**src/rtl/twcs_pkg.sv**
```systemverilog
// shared types and constants for the textured wall column stepper
package twcs_pkg;

    typedef struct packed {
        logic        kind;
        logic [11:0] column;
        logic [23:0] distance;
        logic        side;
        logic signed [15:0] sin_of_angle;
        logic signed [15:0] cos_of_angle;
        logic [23:0] player_x;
        logic [23:0] player_y;
    } t_in_item;

    typedef struct packed {
        logic [11:0] screen_column;
        logic [11:0] screen_row;
        logic [19:0] texel_index;
        logic        last;
    } t_out_item;

    typedef struct packed {
        logic [2:0]  index;
        logic [11:0] data;
    } t_cfg_item;

    localparam logic [2:0] REG_SCREEN_WIDTH  = 3'd0;
    localparam logic [2:0] REG_SCREEN_HEIGHT = 3'd1;
    localparam logic [2:0] REG_TEX_WIDTH     = 3'd2;
    localparam logic [2:0] REG_TEX_HEIGHT    = 3'd3;
    localparam logic [2:0] REG_MAP_SCALE     = 3'd4;

    localparam int unsigned WALL_BITS  = 24;
    localparam int unsigned TRIG_FRAC  = 14;
    localparam int unsigned POS_FRAC   = 8;
    localparam int unsigned DIV_BITS   = 64;

endpackage

```
**src/rtl/twcs_if.sv**
```systemverilog
// valid/ready channel interfaces for items and configuration writes
interface twcs_in_if;
    import twcs_pkg::*;
    logic     valid;
    logic     ready;
    t_in_item data;
    modport source(output valid, output data, input ready);
    modport sink(input valid, input data, output ready);
endinterface

interface twcs_out_if;
    import twcs_pkg::*;
    logic      valid;
    logic      ready;
    t_out_item data;
    modport source(output valid, output data, input ready);
    modport sink(input valid, input data, output ready);
endinterface

interface twcs_cfg_if;
    import twcs_pkg::*;
    logic      valid;
    logic      ready;
    t_cfg_item data;
    modport source(output valid, output data, input ready);
    modport sink(input valid, input data, output ready);
endinterface

```
**src/rtl/twcs_divider.sv**
```systemverilog
// shared restoring divider, one quotient bit per cycle
module twcs_divider (
    input  logic                      i_clk,
    input  logic                      i_rst_n,
    input  logic                      i_start,
    input  logic [twcs_pkg::DIV_BITS-1:0] i_num,
    input  logic [31:0]               i_den,
    output logic                      o_done,
    output logic [twcs_pkg::DIV_BITS-1:0] o_quot,
    output logic [31:0]               o_rem
);
    import twcs_pkg::*;

    logic [DIV_BITS-1:0] r_quot;
    logic [32:0]         r_rem;
    logic [31:0]         r_den;
    logic [6:0]          r_cnt;
    logic                r_busy;
    logic                r_done;
    logic [32:0]         trial;
    logic [32:0]         shifted;

    always_comb begin
        shifted = {r_rem[31:0], r_quot[DIV_BITS-1]};
        trial   = shifted - {1'b0, r_den};
    end

    always_ff @(posedge i_clk) begin
        if (!i_rst_n) begin
            r_busy <= 1'b0;
            r_done <= 1'b0;
            r_cnt  <= '0;
        end else begin
            r_done <= 1'b0;
            if (i_start) begin
                r_busy <= 1'b1;
                r_quot <= i_num;
                r_rem  <= '0;
                r_den  <= i_den;
                r_cnt  <= 7'(DIV_BITS);
            end else if (r_busy) begin
                if (!trial[32]) begin
                    r_rem  <= trial;
                    r_quot <= {r_quot[DIV_BITS-2:0], 1'b1};
                end else begin
                    r_rem  <= shifted;
                    r_quot <= {r_quot[DIV_BITS-2:0], 1'b0};
                end
                r_cnt <= r_cnt - 7'd1;
                if (r_cnt == 7'd1) begin
                    r_busy <= 1'b0;
                    r_done <= 1'b1;
                end
            end
        end
    end

    assign o_done = r_done;
    assign o_quot = r_quot;
    assign o_rem  = r_rem[31:0];
endmodule

```
**src/rtl/textured_wall_column_stepper_core.sv**
```systemverilog
// top level of the textured wall column stepper
// A column item (kind 0) makes two passes through the shared 64-step
// divider (wall height, then scaled player position), then multiplies and
// clamps. A tick item (kind 1) on an active column makes one divider pass
// for texture y, and its row is held in an output register until taken.
// A tick with no active column, or a column off screen, gives nothing.
// i_in.ready is low while an item is at work or a result waits.
module textured_wall_column_stepper_core #(
    parameter int DIST_FRAC_BITS = 12,
    parameter int COORD_BITS     = 12
) (
    input  logic i_clk,
    input  logic i_rst_n,
    twcs_in_if.sink    i_in,
    twcs_out_if.source o_out,
    twcs_cfg_if.sink   i_cfg
);
    import twcs_pkg::*;

    localparam int WPOS_FRAC = DIST_FRAC_BITS + TRIG_FRAC;

    typedef enum logic [3:0] {
        ST_IDLE, ST_WALL_GO, ST_WALL_WAIT, ST_POS_GO, ST_POS_WAIT,
        ST_TEX_MUL, ST_TEX_FIN, ST_TICK_MUL, ST_TICK_GO, ST_TICK_WAIT,
        ST_TICK_OUT, ST_HOLD
    } t_state;

    t_state r_state;

    // configuration registers
    logic [11:0] r_screen_width, r_screen_height;
    logic [10:0] r_tex_width, r_tex_height;
    logic [7:0]  r_map_scale;

    // column state
    logic                  r_active;
    logic [COORD_BITS-1:0] r_cur_col, r_row, r_end_row;
    logic signed [24:0]    r_ustart;
    logic [23:0]           r_wall_rows;
    logic [9:0]            r_tex_x;

    // latched item
    t_in_item r_item;
    logic signed [63:0] r_w;
    logic [47:0]        r_prod;
    logic [34:0]        r_rel_mul;

    // result register
    logic      r_out_valid;
    t_out_item r_out;

    // shared divider
    logic                div_start;
    logic [DIV_BITS-1:0] div_num, div_quot;
    logic [31:0]         div_den, div_rem;
    logic                div_done;

    twcs_divider u_div (
        .i_clk  (i_clk),
        .i_rst_n(i_rst_n),
        .i_start(div_start),
        .i_num  (div_num),
        .i_den  (div_den),
        .o_done (div_done),
        .o_quot (div_quot),
        .o_rem  (div_rem)
    );

    // position numerator ((pos - 0.5 px) scaled) is signed; divide magnitude
    logic               pos_side;
    logic [23:0]        pos_sel;
    logic signed [63:0] pos_num;
    logic [63:0]        pos_mag;
    logic [7:0]         scale_eff;
    logic signed [63:0] pos_q;
    logic signed [63:0] dist_trig;
    logic [WPOS_FRAC-1:0] frac;
    logic [11:0]        tx_raw, tx_mir, tx_lim;
    logic               mirror;
    logic [11:0]        half_h;
    logic [24:0]        en_full;
    logic signed [25:0] us_full;
    logic [24:0]        st_full;
    logic [23:0]        rel;
    logic [30:0]        ty_w;

    always_comb begin
        pos_side  = r_item.side;
        pos_sel   = pos_side ? r_item.player_x : r_item.player_y;
        pos_num   = ($signed({40'd0, pos_sel}) - 64'sd128) <<< (WPOS_FRAC - POS_FRAC);
        pos_mag   = pos_num[63] ? 64'(-pos_num) : 64'(pos_num);
        scale_eff = (r_map_scale == 8'd0) ? 8'd1 : r_map_scale;
        // floor division from truncated magnitude division
        if (!pos_num[63])
            pos_q = $signed(div_quot);
        else if (div_rem != 32'd0)
            pos_q = -$signed(div_quot) - 64'sd1;
        else
            pos_q = -$signed(div_quot);
        dist_trig = $signed({40'd0, r_item.distance}) *
                    64'(pos_side ? r_item.cos_of_angle : r_item.sin_of_angle);
        frac   = r_w[WPOS_FRAC-1:0];
        tx_raw = 12'(r_prod >> WPOS_FRAC);
        mirror = (!pos_side && r_item.cos_of_angle[15]) ||
                 (pos_side && !r_item.sin_of_angle[15] && r_item.sin_of_angle != 16'sd0);
        tx_mir = mirror ? 12'({1'b0, r_tex_width} - 12'd1 - tx_raw) : tx_raw;
        tx_lim = (r_tex_width > 11'd1024) ? 12'd1023 : 12'({1'b0, r_tex_width} - 12'd1);
        half_h = {1'b0, r_screen_height[11:1]};
        en_full = 25'(half_h) + 25'(r_wall_rows[23:1]);
        us_full = $signed(26'(half_h)) - $signed(26'(r_wall_rows[23:1]));
        st_full = us_full[25] ? 25'd0 : us_full[24:0];
        // row offset from the unclipped top can reach the full wall height
        rel  = 24'($signed({{(25-COORD_BITS){1'b0}}, r_row}) - r_ustart);
        ty_w = 31'(div_quot);
    end

    always_comb begin
        div_start = 1'b0;
        div_num   = '0;
        div_den   = '0;
        case (r_state)
            ST_WALL_GO: begin
                div_start = 1'b1;
                div_num   = DIV_BITS'({r_screen_height, {DIST_FRAC_BITS{1'b0}}});
                div_den   = 32'(r_item.distance);
            end
            ST_POS_GO: begin
                div_start = 1'b1;
                div_num   = pos_mag;
                div_den   = 32'(scale_eff);
            end
            ST_TICK_GO: begin
                div_start = 1'b1;
                div_num   = DIV_BITS'(r_rel_mul);
                div_den   = 32'(r_wall_rows);
            end
            default: begin
                div_start = 1'b0;
            end
        endcase
    end

    assign i_in.ready  = (r_state == ST_IDLE) && !r_out_valid;
    assign i_cfg.ready = 1'b1;
    assign o_out.valid = r_out_valid;
    assign o_out.data  = r_out;

    always_ff @(posedge i_clk) begin
        if (!i_rst_n) begin
            r_state         <= ST_IDLE;
            r_screen_width  <= 12'd1920;
            r_screen_height <= 12'd1080;
            r_tex_width     <= 11'd64;
            r_tex_height    <= 11'd64;
            r_map_scale     <= 8'd32;
            r_active        <= 1'b0;
            r_cur_col       <= '0;
            r_row           <= '0;
            r_end_row       <= '0;
            r_ustart        <= '0;
            r_wall_rows     <= '0;
            r_tex_x         <= '0;
            r_out_valid     <= 1'b0;
        end else begin
            if (i_cfg.valid) begin
                case (i_cfg.data.index)
                    REG_SCREEN_WIDTH:  r_screen_width  <= i_cfg.data.data;
                    REG_SCREEN_HEIGHT: r_screen_height <= i_cfg.data.data;
                    REG_TEX_WIDTH:     r_tex_width     <= i_cfg.data.data[10:0];
                    REG_TEX_HEIGHT:    r_tex_height    <= i_cfg.data.data[10:0];
                    REG_MAP_SCALE:     r_map_scale     <= i_cfg.data.data[7:0];
                    default: ;
                endcase
            end
            if (o_out.ready && r_out_valid)
                r_out_valid <= 1'b0;

            case (r_state)
                ST_IDLE: begin
                    if (i_in.valid && i_in.ready) begin
                        r_item <= i_in.data;
                        if (!i_in.data.kind) begin
                            r_active <= 1'b0;
                            if (i_in.data.column < r_screen_width)
                                r_state <= ST_WALL_GO;
                        end else if (r_active) begin
                            r_state <= ST_TICK_MUL;
                        end
                    end
                end
                ST_WALL_GO:   r_state <= ST_WALL_WAIT;
                ST_WALL_WAIT: begin
                    if (div_done) begin
                        // zero distance and overflow both saturate
                        if (r_item.distance == 24'd0 || div_quot > 64'hFF_FFFF)
                            r_wall_rows <= 24'hFF_FFFF;
                        else
                            r_wall_rows <= div_quot[23:0];
                        r_state <= ST_POS_GO;
                    end
                end
                ST_POS_GO:   r_state <= ST_POS_WAIT;
                ST_POS_WAIT: begin
                    if (div_done) begin
                        r_w     <= pos_q + dist_trig;
                        r_state <= ST_TEX_MUL;
                    end
                end
                ST_TEX_MUL: begin
                    r_prod  <= 48'(frac) * 48'(r_tex_width);
                    r_state <= ST_TEX_FIN;
                end
                ST_TEX_FIN: begin
                    if (r_tex_width == 11'd0)
                        r_tex_x <= '0;
                    else if (tx_mir > tx_lim)
                        r_tex_x <= tx_lim[9:0];
                    else
                        r_tex_x <= tx_mir[9:0];
                    r_cur_col <= r_item.column[COORD_BITS-1:0];
                    r_ustart  <= us_full[24:0];
                    r_row     <= st_full[COORD_BITS-1:0];
                    if (en_full > 25'(r_screen_height)) begin
                        r_end_row <= r_screen_height[COORD_BITS-1:0];
                        r_active  <= st_full < 25'(r_screen_height);
                    end else begin
                        r_end_row <= en_full[COORD_BITS-1:0];
                        r_active  <= st_full < en_full;
                    end
                    r_state <= ST_IDLE;
                end
                ST_TICK_MUL: begin
                    r_rel_mul <= 35'(rel) * 35'(r_tex_height);
                    r_state   <= ST_TICK_GO;
                end
                ST_TICK_GO:   r_state <= ST_TICK_WAIT;
                ST_TICK_WAIT: begin
                    if (div_done) begin
                        r_prod  <= 48'(ty_w) * 48'(r_tex_width);
                        r_state <= ST_TICK_OUT;
                    end
                end
                ST_TICK_OUT: begin
                    r_out.screen_column <= 12'(r_cur_col);
                    r_out.screen_row    <= 12'(r_row);
                    r_out.texel_index   <= 20'(r_prod + 48'(r_tex_x));
                    r_out.last          <= (13'(r_row) + 13'd1) >= 13'(r_end_row);
                    r_out_valid         <= 1'b1;
                    if ((13'(r_row) + 13'd1) >= 13'(r_end_row))
                        r_active <= 1'b0;
                    r_row   <= r_row + 1'b1;
                    r_state <= ST_HOLD;
                end
                ST_HOLD: r_state <= ST_IDLE;
                default: r_state <= ST_IDLE;
            endcase
        end
    end
endmodule

```
**src/flat_wrapper.sv**
```systemverilog
// flat-port wrapper written by rule: the top's interface ports become plain ports
module textured_wall_column_stepper_core_flat import twcs_pkg::*;
#(
    parameter int DIST_FRAC_BITS = 12,
    parameter int COORD_BITS     = 12
)
  (i_clk, i_rst_n, i_in_valid, i_in_data, i_in_ready, o_out_valid, o_out_data, o_out_ready, i_cfg_valid, i_cfg_data, i_cfg_ready);
  twcs_in_if i_in_i ();
  twcs_out_if o_out_i ();
  twcs_cfg_if i_cfg_i ();
  input  logic i_clk;
  input  logic i_rst_n;
  input wire logic [$bits(i_in_i.valid)-1:0] i_in_valid;
  input wire logic [$bits(i_in_i.data)-1:0] i_in_data;
  output wire logic [$bits(i_in_i.ready)-1:0] i_in_ready;
  output wire logic [$bits(o_out_i.valid)-1:0] o_out_valid;
  output wire logic [$bits(o_out_i.data)-1:0] o_out_data;
  input wire logic [$bits(o_out_i.ready)-1:0] o_out_ready;
  input wire logic [$bits(i_cfg_i.valid)-1:0] i_cfg_valid;
  input wire logic [$bits(i_cfg_i.data)-1:0] i_cfg_data;
  output wire logic [$bits(i_cfg_i.ready)-1:0] i_cfg_ready;
  assign i_in_i.valid = i_in_valid;
  assign i_in_i.data = i_in_data;
  assign i_in_ready = i_in_i.ready;
  assign o_out_valid = o_out_i.valid;
  assign o_out_data = o_out_i.data;
  assign o_out_i.ready = o_out_ready;
  assign i_cfg_i.valid = i_cfg_valid;
  assign i_cfg_i.data = i_cfg_data;
  assign i_cfg_ready = i_cfg_i.ready;
  textured_wall_column_stepper_core #(.DIST_FRAC_BITS(DIST_FRAC_BITS), .COORD_BITS(COORD_BITS)) u_core (.i_clk(i_clk), .i_rst_n(i_rst_n), .i_in(i_in_i), .o_out(o_out_i), .i_cfg(i_cfg_i));
endmodule
```
**config.mk**
```make
export PLATFORM = sky130hd
export DESIGN_NAME = textured_wall_column_stepper_core_flat
export DESIGN_NICKNAME = d
export VERILOG_FILES = /design/src/rtl/twcs_pkg.sv /design/src/rtl/twcs_if.sv /design/src/rtl/twcs_divider.sv /design/src/rtl/textured_wall_column_stepper_core.sv /design/src/flat_wrapper.sv
export SDC_FILE = /design/constraint.sdc
export NUM_CORES = 2
export LEC_CHECK = 0
export BUFFER_PORTS_ARGS = -buffer_cell sky130_fd_sc_hd__buf_2
export CORE_ASPECT_RATIO = 0.9
export CORE_UTILIZATION = 55
export CTS_CLUSTER_DIAMETER = 80
export DETAILED_ROUTE_END_ITERATION = 6
export PLACE_DENSITY = 0.72
export SLEW_MARGIN = 10
export SYNTH_ARGS = -nofsm -noshare
export SYNTH_HDL_FRONTEND = slang
export SYNTH_HIERARCHICAL = 1
export SYNTH_SLANG_ARGS = --single-unit
```
**constraint.sdc**
```tcl
create_clock -name i_clk -period 9.71 [get_ports i_clk]
set_input_delay 0.971 -clock i_clk [delete_from_list [all_inputs] [get_ports i_clk]]
set_output_delay 0.971 -clock i_clk [all_outputs]
set_load 0.005 [all_outputs]
```
==> impl_metrics.toml <==
[run_status]
status = "complete, no violations"

[min_path]
holdPathStages = 0
hp-start = "u_core/r_cur_col[1]"
hold_class = "flop to flop"
holdPathEnd = "u_core/o_out.data[34]"

[sta]
finalMaxSlewViolations = 0
hold_violations = 0
setup_viol = 0
fin_skew_ns = 0.05237
tightest_slew_ns = 1.239
fin_crit_sh = 0.9278
rsz0062_at_grt = "no"
slew_headroom = 0.1711
min_period_ns = 9.009
timing.fmax_mhz = 111.0
finalSetupTns_ns = 0

[placement]
place_inst = 8780
place_hpwl_um = 142700
placedInstanceArea_mm2 = 0.06933
portBuffers = 184
place_congestion = 0.9579

[clock_network]
clock_path_buffers = 3
cts_buffers = 60
clk_pin_slew_worst_paths_ns = 0.07
clk_latency_ns = 0.68
ctsHoldBuffers = 0
cts_tree = "yes"
h-tree-depth = 2
root_buffer = "clkbuf_16"
post_cts_buffers = 0
clock-sinks = 546

[final_layout]
final_cells = 8897
mostFrequentLayoutCell = "inv_1"
design_area_mm2 = 0.07148
final_nets = 8807
seqCellArea_mm2 = 0.01478
fill_cells = 10320
drive_above_1_share = 0.07224
most-common-layout-cells = "inv_1 (1075), nand2_1 (1070), fa_1 (941)"
syn_to_final_growth_pct = 6.548
multi_input_area_mm2 = 0.04697

[drt]
drtIter0Drc = 4994
vias = 52200
met3_length_um = 17280
dr.pass1.iters = 7
wl_met1_um = 79370
viasPerCell = 5.867
top_layer = "met4"
drt-wirelength-per-cell_um = 20.99
antenna_left = 0
drc = 0
met2_length_um = 84320
routed_wl_um = 186800

[global_route]
grt.overflow.total = 0
grt_first_pass_wirelength_um = 298400
grt_pass1_vias = 53650
grt_max_degree = 89
antenna_found_initial = 5
grt_usage = 0.3086

[logic_synthesis]
synth_edf_count = 383
syn_avg_cell_area_um2 = 9.226
yosys_register_bits = 546
ys_warn_count = 6
synth_cell_types = 96
synthCells = 7272
ys.flop_type = "edfxtp_1"
synth_area_leaders = "fa_1 (28%), edfxtp_1 (17%), ha_1 (9.0%)"
ys_seq_area_frac = 0.2201
netlist_area_mm2 = 0.06709
async_reset_ff_frac = 0
yosysTopAreaCellShare = 0.2808
yosysTopAreaCell = "fa_1"

[setup_path]
path_max_fanout = 12
crit_type = "flop to flop"
critPathMaxStageDelay_ns = 0.92
cp.arrival_ns = 9.42
start_kind = "flop"
crit_slowest_cell = "o21ai_0"
cp_top_family = "compound AO/OA/AOI/OAI gates"
r2r-start = "u_core/r_row[0]"
reg2reg_depth = 30
path_common_cell = "fa_1"
crit_required_ns = 10.12
r2r-end = "u_core/r_rel_mul[33]"
crit_buf_inv = 4
worstSetupEndpointType = "flop"
ff2ff_setup_slack_ns = 0.70

[die]
die_w_um = 370.2
core_mm2 = 0.1210
rows = 121
ioPinCount = 186
start_util = 0.5546
fp.dieH_um = 333.3
dieArea_mm2 = 0.1234

[job]
maxCapViolCount = 0
per-layer routing:
layer | vias to the layer above | GRT usage
met2 | 2457 | 0.4836
met5 | - | 0
li1 | 23310 | -
met1 | 26090 | 0.4331
met4 | 0 | 0.09161
met3 | 347 | 0.06035
worst max path at each step:
| stage | from | end | slack (ns) | depth (start not counted) |
|---|---|---|---|---|
| final | u_core/r_row[0] | u_core/r_rel_mul[33] | 0.70 | 30 |
| after global routing | u_core/r_row[0] | u_core/r_rel_mul[34] | 0.12 | 31 |
| after global placement | u_core/r_row[1] | u_core/r_rel_mul[33] | 1.04 | 29 |
| after floorplan | u_core/r_row[0] | u_core/r_rel_mul[33] | 2.01 | 31 |
| after CTS | u_core/r_ustart[1] | u_core/r_rel_mul[34] | 0.69 | 31 |
| after detailed placement | u_core/r_ustart[1] | u_core/r_rel_mul[34] | 0.75 | 31 |
cell type report:
type / count / share of cell area
antenna: 3 / 0.0001050
tap: 1599 / 0.02799
sequential: 546 / 0.2068
clock inverter: 39 / 0.007071
inverter: 1076 / 0.05652
multi-input combinational: 5293 / 0.6571
timing repair buffer: 266 / 0.02149
clock buffer: 75 / 0.02289
worst register-to-register path, delay by kind of cell (launching register included):
| kind | cells | cell delay (ns) |
|---|---|---|
| AO/OA/AOI/OAI | 12 | 3.80 |
| adder cells (fa/ha/maj) | 7 | 3.09 |
| AND/OR/NAND/NOR | 6 | 1.04 |
| flip-flops | 1 | 0.48 |
| buffers and inverters | 4 | 0.23 |
| XOR/XNOR | 1 | 0.10 |
registers in the layout (all words and copies together) (netlist names), 24 cells and up:
name and count:
u_core/r_item 116, u_core/u_div/o_quot 64, u_core/o_out.data 45, u_core/r_rel_mul 35, u_core/r_prod 32, u_core/u_div/r_den 32, u_core/u_div/r_rem 32, u_core/r_w 26
u_core/r_ustart 24, u_core/r_wall_rows 24
cells by family (layout without fill, tap and decap cells):
group / count (synthesis) / in the layout / share of synthesized area
AO/OA/AOI/OAI: 973 / 973 / 0.09192
adder cells (fa/ha/maj): 1426 / 1426 / 0.3712
buffers and inverters: 1469 / 1456 / 0.08310
XOR/XNOR: 320 / 320 / 0.04178
other: 2 / 41 / 0.0001119
multiplexers: 122 / 122 / 0.01981
AND/OR/NAND/NOR: 2414 / 2414 / 0.1720
flip-flops: 546 / 546 / 0.2201
stage by stage:
stage / hold WS [ns] / setup slack (ns) / util
floorplan: 0.4081 / 2.007 / -
global placement: 0.4114 / 1.040 / 0.5731
detailed placement: 0.4146 / 0.7497 / 0.5731
CTS: 0.4301 / 0.6852 / 0.5908
global route: 0.4382 / 0.1151 / 0.5909
finish: 0.4289 / 0.7009 / 0.5909
synthesized netlist by cell type (112+ instances only):
| master | instances |
|---|---|
| ha_1 | 485 |
| a21oi_1 | 311 |
| dfxtp_1 | 163 |
| inv_1 | 1076 |
| xnor2_1 | 221 |
| edfxtp_1 | 383 |
| clkbuf_1 | 346 |
| and2_1 | 430 |
| nor2_1 | 339 |
| o21ai_0 | 240 |
| nand2_1 | 1070 |
| nand3_1 | 112 |
| fa_1 | 941 |
repair_timing:
action,CTS,global route
gates resized for setup,0,1
endpoints found under the hold margin,0,0
endpoints found under the setup margin,0,2
Power is not shown: default switching activity piles up to over one toggle a cycle in this logic, so the estimate is an artifact.
